<file path="src/rtl/brc_pkg.sv">
// ----------------------------------------------------------------------------
// brc_pkg
// Shared types and constants for the byte recurrence checksum core.
// ----------------------------------------------------------------------------
package brc_pkg;

  localparam int unsigned ByteW  = 8;
  localparam int unsigned TermW  = 16;
  localparam int unsigned IdxW   = 8;
  localparam int unsigned FoldW  = 26;

  // term set by the first byte of a message
  localparam logic [TermW-1:0] FirstOffset = 16'd7;
  // 257 * 65535: lifts the most negative difference above zero
  localparam logic [FoldW-1:0] FoldBias    = 26'd16842495;
  localparam logic [TermW-1:0] FoldMod     = 16'hFFFF;

  typedef logic [ByteW-1:0] byte_t;
  typedef logic [TermW-1:0] term_t;
  typedef logic [IdxW-1:0]  idx_t;

  typedef struct packed {
    byte_t data_byte;
    idx_t  byte_index;
    term_t term_cur;
    term_t term_prev;
  } step_in_t;

endpackage

</file>
<file path="src/rtl/brc_step.sv">
// ----------------------------------------------------------------------------
// brc_step
// One step of the recurrence: two small products, signed difference and a
// fold modulo 65535.
// ----------------------------------------------------------------------------
module brc_step (
  input  brc_pkg::step_in_t op_i,
  output brc_pkg::term_t    next_o
);
  import brc_pkg::*;

  logic [7:0]       alpha;
  logic [7:0]       beta;
  logic [8:0]       coef_a;
  logic [24:0]      pos;
  logic [23:0]      neg;
  logic             borrow;
  logic [FoldW-1:0] lifted;
  logic [16:0]      sum1;
  logic [15:0]      sum2;

  // 17*i and 31*i modulo 256 as shifts and adds
  assign alpha  = op_i.byte_index + {op_i.byte_index[3:0], 4'b0};
  assign beta   = {op_i.byte_index[2:0], 5'b0} - op_i.byte_index;
  assign coef_a = {1'b0, op_i.data_byte} + {1'b0, alpha};

  assign pos = {16'b0, coef_a} * {9'b0, op_i.term_cur};
  assign neg = {16'b0, beta} * {8'b0, op_i.term_prev};

  // a negative difference picks up one from the 64-bit wrap
  assign borrow = pos < {1'b0, neg};
  assign lifted = {1'b0, pos} + FoldBias - {2'b0, neg} + {{(FoldW-1){1'b0}}, borrow};

  // 2^16 is 1 mod 65535, so fold the high part onto the low part twice
  assign sum1 = {7'b0, lifted[25:16]} + {1'b0, lifted[15:0]};
  assign sum2 = sum1[15:0] + {15'b0, sum1[16]};

  assign next_o = (sum2 == FoldMod) ? '0 : sum2;

endmodule

</file>
<file path="src/rtl/brc_out_reg.sv">
// ----------------------------------------------------------------------------
// brc_out_reg
// Result register on the master side of the core.
// ----------------------------------------------------------------------------
module brc_out_reg (
  input  logic           clk_i,
  input  logic           rst_ni,
  input  logic           load_i,
  input  brc_pkg::term_t data_i,
  output logic           free_o,
  output logic           valid_o,
  output brc_pkg::term_t data_o,
  input  logic           ready_i
);
  import brc_pkg::*;

  logic  valid_q, valid_d;
  term_t data_q;

  assign free_o  = !valid_q || ready_i;
  assign valid_d = load_i || (valid_q && !ready_i);

  always_ff @(posedge clk_i or negedge rst_ni) begin
    if (!rst_ni) begin
      valid_q <= 1'b0;
    end else begin
      valid_q <= valid_d;
    end
  end

  always_ff @(posedge clk_i) begin
    if (load_i) begin
      data_q <= data_i;
    end
  end

  assign valid_o = valid_q;
  assign data_o  = data_q;

endmodule

</file>
<file path="src/rtl/byte_recurrence_checksum_core.sv">
// ----------------------------------------------------------------------------
// byte_recurrence_checksum_core
// Runs the three-term byte recurrence over each message and returns the
// final term on the last byte.
// ----------------------------------------------------------------------------
//  channel   dir  payload                               end of item
//  s_axis    in   tdata[7:0] data_byte, tlast last_byte  every byte
//  m_axis    out  tdata[15:0] checksum                   last byte only
//
//  one byte per cycle, sustained unless a last byte waits behind a stalled
//  result; a byte is registered at the input, its term is computed from that
//  register and stored in the term registers, and the term of a last byte is
//  loaded into the result register instead. the recurrence loop closes through
//  the term registers. reset returns to the start of a message. s_axis_tready
//  drops only while a last byte waits behind a stalled result.
module byte_recurrence_checksum_core (
  input  logic        clk_i,
  input  logic        rst_ni,
  input  logic        s_axis_tvalid,
  output logic        s_axis_tready,
  input  logic [7:0]  s_axis_tdata,   // [7:0] data_byte
  input  logic        s_axis_tlast,   // last_byte
  output logic        m_axis_tvalid,
  input  logic        m_axis_tready,
  output logic [15:0] m_axis_tdata    // [15:0] checksum
);
  import brc_pkg::*;

  logic     in_valid_q, in_valid_d;
  byte_t    in_byte_q;
  logic     in_last_q;
  logic     advance;
  logic     out_free;

  logic     at_start_q, at_start_d;
  term_t    term_prev_q, term_prev_d;
  term_t    term_cur_q, term_cur_d;
  idx_t     byte_index_q, byte_index_d;

  step_in_t step_op;
  term_t    step_next;
  term_t    new_term;

  // non-last bytes never wait on the result side
  assign advance       = in_valid_q && (!in_last_q || out_free);
  assign s_axis_tready = !in_valid_q || advance;
  assign in_valid_d    = (s_axis_tvalid && s_axis_tready) || (in_valid_q && !advance);

  always_ff @(posedge clk_i or negedge rst_ni) begin
    if (!rst_ni) begin
      in_valid_q <= 1'b0;
    end else begin
      in_valid_q <= in_valid_d;
    end
  end

  always_ff @(posedge clk_i) begin
    if (s_axis_tvalid && s_axis_tready) begin
      in_byte_q <= s_axis_tdata;
      in_last_q <= s_axis_tlast;
    end
  end

  assign step_op = '{data_byte:  in_byte_q,
                     byte_index: byte_index_q,
                     term_cur:   term_cur_q,
                     term_prev:  term_prev_q};

  brc_step u_step (
    .op_i   (step_op),
    .next_o (step_next)
  );

  assign new_term = at_start_q ? ({8'b0, in_byte_q} + FirstOffset) : step_next;

  always_comb begin
    at_start_d   = at_start_q;
    term_prev_d  = term_prev_q;
    term_cur_d   = term_cur_q;
    byte_index_d = byte_index_q;
    if (advance) begin
      if (in_last_q) begin
        at_start_d   = 1'b1;
        term_prev_d  = 16'd1;
        term_cur_d   = '0;
        byte_index_d = '0;
      end else if (at_start_q) begin
        at_start_d   = 1'b0;
        term_prev_d  = 16'd1;
        term_cur_d   = new_term;
        byte_index_d = 8'd1;
      end else begin
        term_prev_d  = term_cur_q;
        term_cur_d   = new_term;
        byte_index_d = byte_index_q + 8'd1;
      end
    end
  end

  always_ff @(posedge clk_i or negedge rst_ni) begin
    if (!rst_ni) begin
      at_start_q   <= 1'b1;
      term_prev_q  <= 16'd1;
      term_cur_q   <= '0;
      byte_index_q <= '0;
    end else begin
      at_start_q   <= at_start_d;
      term_prev_q  <= term_prev_d;
      term_cur_q   <= term_cur_d;
      byte_index_q <= byte_index_d;
    end
  end

  brc_out_reg u_out (
    .clk_i   (clk_i),
    .rst_ni  (rst_ni),
    .load_i  (advance && in_last_q),
    .data_i  (new_term),
    .free_o  (out_free),
    .valid_o (m_axis_tvalid),
    .data_o  (m_axis_tdata),
    .ready_i (m_axis_tready)
  );

endmodule

</file>
<file path="config.mk">
export PLATFORM = sky130hd
export DESIGN_NAME = byte_recurrence_checksum_core
export DESIGN_NICKNAME = d
export VERILOG_FILES = /design/src/rtl/brc_pkg.sv /design/src/rtl/brc_step.sv /design/src/rtl/brc_out_reg.sv /design/src/rtl/byte_recurrence_checksum_core.sv
export SDC_FILE = /design/constraint.sdc
export NUM_CORES = 1
export LEC_CHECK = 0
export ABC_AREA = 1
export BUFFER_PORTS_ARGS = -buffer_cell sky130_fd_sc_hd__buf_4
export CORE_MARGIN = 2
export CORE_UTILIZATION = 30
export CTS_CLUSTER_DIAMETER = 30
export DETAILED_ROUTE_END_ITERATION = 7
export PLACE_DENSITY = 0.53
export SLEW_MARGIN = 20
export SYNTH_ARGS = -nofsm -noshare
export SYNTH_HDL_FRONTEND = slang
export SYNTH_HIERARCHICAL = 1
export SYNTH_SLANG_ARGS = --single-unit
</file>
<file path="constraint.sdc">
create_clock -name clk_i -period 17.9 [get_ports clk_i]
set_input_delay 2.685 -clock clk_i [delete_from_list [all_inputs] [get_ports clk_i]]
set_output_delay 2.685 -clock clk_i [all_outputs]
set_load 0.005 [all_outputs]
</file>
* Word level (Yosys, flattened, before mapping)
Index checks and enable logic that the tools add are counted.
** Word-level totals
- Register bits :: 68
- Bits in latches :: 0
- RAM bits :: 0
- ROM bits :: 0
- Bits of input ports :: 13
- Memories kept :: 0
** Cells by class
- Add/subtract/negate cells :: 10
- Multiply operators :: 2
- Divide/modulo/power cells :: 0
- $lt $le $gt $ge :: 1
- Equal/unequal tests :: 1
- Shift operators :: 0
- Mux-type cells :: 8
- Bitwise logic cells :: 0
- Reductions and logical operators :: 15
** Operators by type and width (count)
- $mux W16 :: 5
- $add A25 B25 Y26 const B :: 1
- $add A26 B1 Y26 :: 1
- $sub A26 B24 Y26 :: 1
- $lt A25 B24 Y1 :: 1
- $mul A9 B16 Y25 :: 1
- $mul A8 B16 Y24 :: 1
- $add A10 B16 Y17 :: 1
- $add A16 B1 Y16 :: 1
- $eq A16 B16 Y1 const B :: 1
- $mux W8 :: 2
- $add A8 B3 Y9 const B :: 1
- $add A8 B8 Y9 :: 1
- $add A8 B1 Y8 const B :: 1
- $add A8 B8 Y8 :: 1
- $sub A8 B8 Y8 :: 1
- $logic_and A1 B1 Y1 :: 5
- $logic_not A1 Y1 :: 5
- $logic_or A1 B1 Y1 :: 5
- $mux W1 :: 1

* Longest topological paths before layout
- Depth in word-level cells :: 12
- Depth in mapped cells :: 91

* Cells and area by module
Netlist, hierarchy kept.
** By module, submodules not included
- brc_step :: times used 1, cells each 1776, area an instance 12225.5 um^2, sequential area each 0.0 um^2
- byte_recurrence_checksum_core :: times used 1, cells each 276, area an instance 2357.3 um^2, sequential area each 1323.8 um^2
- brc_out_reg :: times used 1, cells each 21, area an instance 525.5 um^2, sequential area each 505.5 um^2

* Least setup slack after synthesis
No wires, ideal clock.
- Kind :: register -> register
- Start point :: reg byte_index_q[0]
- End point :: reg u_out.data_q[6] (netlist: u_out/data_o[6]), data pin
- Setup time :: 0.255 ns
- Arrival :: 13.065 ns
- Setup slack :: 4.581 ns
- Cell stages (with the launch flop) :: 85
- Path buffers :: 4
- Period minus slack after synthesis :: 13.319 ns
- Cell sequence :: dfrtp_1 clkbuf_1 clkbuf_1 inv_1 ha_1 inv_1 or2_2 or3_1 o21ai_0 or2_2 nand2_1 inv_1 clkbuf_1 nand2_1 fa_1 fa_1 fa_1 inv_1 [49 not listed] nand3_1 nor2_1 nand2_1 nand2_1 nand2_1 inv_1 nand2_1 nor2_1 nand3_1 nor2_1 nand2_1 nor2_1 nand2_2 nor2_4 buf_8 nor2_2 or2_2 and2_1
** Between the ends
- Word-level cells in the longest chain between the ends :: 11
- Elaborated cells between the ends (all ways) :: 14
- Those cells by class :: add/sub (8); mul (2); order compare (1); eq/ne (1); mux (2)
** RTL lines
- from (decl) :: RTL line byte_recurrence_checksum_core.sv:38 : idx_t byte_index_q, byte_index_d;
- from (signal assigned) :: RTL line byte_recurrence_checksum_core.sv:110 : byte_index_q <= byte_index_d;
- $add A8 B8 Y8 :: RTL line brc_step.sv:23 : assign alpha = op_i.byte_index + {op_i.byte_index[3:0], 4'b0};
- $add A8 B8 Y9 :: RTL line brc_step.sv:25 : assign coef_a = {1'b0, op_i.data_byte} + {1'b0, alpha};
- $mul A9 B16 Y25 :: RTL line brc_step.sv:27 : assign pos = {16'b0, coef_a} * {9'b0, op_i.term_cur};
- $add A25 B25 Y26 :: RTL line brc_step.sv:32 : assign lifted = {1'b0, pos} + FoldBias - {2'b0, neg} + {{(FoldW-1){1'b0}}, borrow};
- $sub A26 B24 Y26 :: RTL line brc_step.sv:32
- $add A26 B1 Y26 * :: RTL line brc_step.sv:32
- $add A10 B16 Y17 * :: RTL line brc_step.sv:35 : assign sum1 = {7'b0, lifted[25:16]} + {1'b0, lifted[15:0]};
- $add A16 B1 Y16 * :: RTL line brc_step.sv:36 : assign sum2 = sum1[15:0] + {15'b0, sum1[16]};
- $eq A16 B16 Y1 :: RTL line brc_step.sv:38 : assign next_o = (sum2 == FoldMod) ? '0 : sum2;
- $mux W16 * :: RTL line brc_step.sv:38
- named net step_next[6] :: RTL line byte_recurrence_checksum_core.sv:41 : term_t step_next;
- $mux W16 * :: RTL line byte_recurrence_checksum_core.sv:74 : assign new_term = at_start_q ? ({8'b0, in_byte_q} + FirstOffset) : step_next;
- named net new_term[6] :: RTL line byte_recurrence_checksum_core.sv:42 : term_t new_term;
- to (signal assigned) :: RTL line brc_out_reg.sv:33 : data_q <= data_i;
- to (decl) :: RTL line brc_out_reg.sv:18 : term_t data_q;
Mark *: on every way through the listed nets, which the timed path passes. The rest lies on a longest branch.
A chain may end at the register's enable or synchronous reset.

* Worst setup path in the final report
- Start point :: reg byte_index_q[0]
- End point :: reg u_out.data_q[3] (netlist: u_out/data_o[3]), data pin
Same word-level chain as after synthesis.

==> impl_metrics.env <==
export IMPL_outcome="finished clean"
export IMPL_period_needed_ns=15.22
export IMPL_worstSkewPairLatency_ns=0.34
export IMPL_yosysTopAreaCell="fa_1"
export IMPL_post_cts_buffers=0
export IMPL_cts_buffers_inserted=9
export IMPL_setup_tns_ns=0
export IMPL_synth_cell_types=46
export IMPL_synthTopCellsByCount="inv_1 (489), nand2_1 (484), nor2_1 (205), fa_1 (195), ha_1 (174)"
export IMPL_clock_path_buffers=2
export IMPL_drc_errors=0
export IMPL_ys_async_sr_fraction_pct=63.24
export IMPL_required_ns=18.00
export IMPL_cp_top_family="simple AND/OR/NAND/NOR gates"
export IMPL_worstSetupPathType="reg -> reg"
export IMPL_endpoint_kind="flop"
export IMPL_post_dp_hpwl_mm=37.17
export IMPL_avgRoutedWirePerCell_um=15.76
export IMPL_crit_start="byte_index_q[0]"
export IMPL_area_growth_pct=7.958
export IMPL_antenna_cells=0
export IMPL_layout_nets=2466
export IMPL_core_area_um2=49970
export IMPL_cts_sinks=68
export IMPL_crit_slowest_cell="dfrtp_1"
export IMPL_ff2ff_path_depth=78
export IMPL_timing_final_crit_share_pct=85.04
export IMPL_die_w_um=228.4
export IMPL_die_y_um=228.4
export IMPL_hold_viol=0
export IMPL_drv_slew=0
export IMPL_fmax_mhz=65.69
export IMPL_detail_route_antenna_nets=0
export IMPL_arrival_ns=15.32
export IMPL_synth_flop_cell="dfrtp_1"
export IMPL_syn_inst=2073
export IMPL_ys_ff_latch=68
export IMPL_synthesis_nets=2455
export IMPL_syn_avg_cell_area_um2=7.288
export IMPL_clkTransAtPathRegs_ns=0.06
export IMPL_rr_startpoint="byte_index_q[0]"
export IMPL_drive_gt1_share_pct=4.933
export IMPL_num_rows=82
export IMPL_timing_rr_end="u_out/data_o[3]"
export IMPL_die_area_um2=52170
export IMPL_multi_input_area_um2=11270
export IMPL_rsz0062_at_grt="false"
export IMPL_yosysSeqAreaShare_pct=12.11
export IMPL_fillers=5475
export IMPL_register_area_um2=1829
export IMPL_start_kind="flop"
export IMPL_routed_via_density=4.674
export IMPL_wl_mm=43.51
export IMPL_htreeDepth=3
export IMPL_synth_edf_count=25
export IMPL_synth_top_cell_area_share_pct=25.84
export IMPL_antenna_found_initial=0
export IMPL_drt_iter0_drc=738
export IMPL_cts_tree="built"
export IMPL_reg2reg_slack_ns=2.68
export IMPL_setup_violations=0
export IMPL_ios=31
export IMPL_tightest_slew_ns=1.092
export IMPL_critPathMaxStageDelay_ns=0.73
export IMPL_first_pass_iters=5
export IMPL_cp_max_fo=24
export IMPL_min_to="u_out/valid_o"
export IMPL_critPathBufInv=7
export IMPL_grt_total_usage_pct=16.87
export IMPL_utilization_pct=32.64
export IMPL_hold_buffers=0
export IMPL_ys_warn_count=6
export IMPL_port_buffers=30
export IMPL_grt_overflow=0
export IMPL_gp_congestion=0.9057
export IMPL_whs_path_depth=2
export IMPL_start_util_pct=30.24
export IMPL_synth_area_leaders="fa_1 (26%), ha_1 (14%), inv_1 (12%)"
export IMPL_relSlewSlack_pct=26.94
export IMPL_cap_violations=0
export IMPL_cts_root_buffer="clkbuf_16"
export IMPL_cts_resized=0
export IMPL_grt_max_degree=44
export IMPL_grt_pass1_vias=13220
export IMPL_finClkSkew_ns=0.009875
export IMPL_min_from="u_out/valid_o"
export IMPL_crit_top_cell="nand2_1"
export IMPL_grt_pass1_wl_mm=70.25
export IMPL_via_count=12900
export IMPL_hold_path_class="reg -> reg"
export IMPL_synth_most_common_cell="inv_1"
export IMPL_synth_area_um2=15110
-- worst register-to-register path: cells and delay by family (launching register included) --
kind            cells  cell delay, ns
compound gates     15            3.15
simple gates       41            5.21
flops               1            0.73
buf+inv             7            0.84
xor+xnor            2            0.36
fa+ha+maj          13            4.68
-- routing by layer --
layer,track usage [%],up-vias,routed length (µm)
met5,0,-,0
met4,3.595,0,751
met3,1.410,44,1478
met2,29.05,280,20900
met1,23.07,6276,20380
li1,-,6299,-
-- layout make-up --
cell class	instances	area share, %
Clock inverter	4	0.1611
Sequential cell	68	11.22
Clock buffer	11	1.488
Tap cell	672	5.155
Inverter	497	11.44
Multi-Input combinational cell	1476	69.07
Timing Repair Buffer	32	1.473
-- worst max-delay path by stage --
stage	end	slack, ns	depth (start not counted)
after floorplan	u_out/data_o[6]	4.58	84
after global placement	u_out/data_o[4]	3.07	80
after detailed placement	u_out/data_o[4]	2.82	78
after CTS	u_out/data_o[3]	2.75	78
after global routing	u_out/data_o[3]	1.27	80
final	u_out/data_o[3]	2.68	78
-- cells in the final DEF (no fill, tap or decap), types with 2 or more instances in the layout --
cell / n
a21boi_0: 7
a21o_1: 5
a21oi_1: 81
a31oi_1: 6
and2_1: 7
buf_4: 32
clkbuf_16: 9
clkinv_1: 2
clkinv_2: 2
dfrtp_1: 41
dfstp_2: 2
edfxtp_1: 25
fa_1: 195
ha_1: 174
inv_1: 489
inv_2: 6
nand2_1: 484
nand2_2: 10
nand3_1: 80
nand3_2: 6
nand4_1: 17
nor2_1: 205
nor2_2: 15
nor2_4: 2
nor3_1: 9
nor4_1: 3
o211ai_1: 3
o21a_1: 3
o21ai_0: 46
o21ai_1: 9
o21bai_1: 5
o22ai_1: 7
o31ai_1: 10
or2_2: 12
xnor2_1: 25
xor2_1: 41
-- cells by family after synthesis --
kind of cell / share of synthesized area, %
AO/OA/AOI/OAI: 6.981
AND/OR/NAND/NOR: 23.40
XOR/XNOR: 3.884
buffers and inverters: 13.37
adder cells (fa/ha/maj): 40.25
flip-flops: 12.11
-- sequential cells by signal, summed over array words and instances, names as in the netlist --
register       cells
in_valid_q         1
at_start_q         1
term_cur_q        16
u_out/valid_o      1
u_out/data_o      16
byte_index_q       8
in_last_q          1
term_prev_q       16
in_byte_q          8
-- stage by stage --
step	setup WS, ns	instance area (µm²)	cells	hold WS (ns)
after floorplan	4.581	15110	2073	0.4499
after global placement	3.073	16040	2745	0.4903
after detailed placement	2.816	16040	2745	0.5003
after CTS	2.747	16310	2760	0.5165
after global routing	1.266	16310	2760	0.5391
final	2.677	16310	2760	0.5120
Power is left out: the tool's default activity adds up to more than one toggle a clock period on the data nets, which glitch-free logic cannot reach.
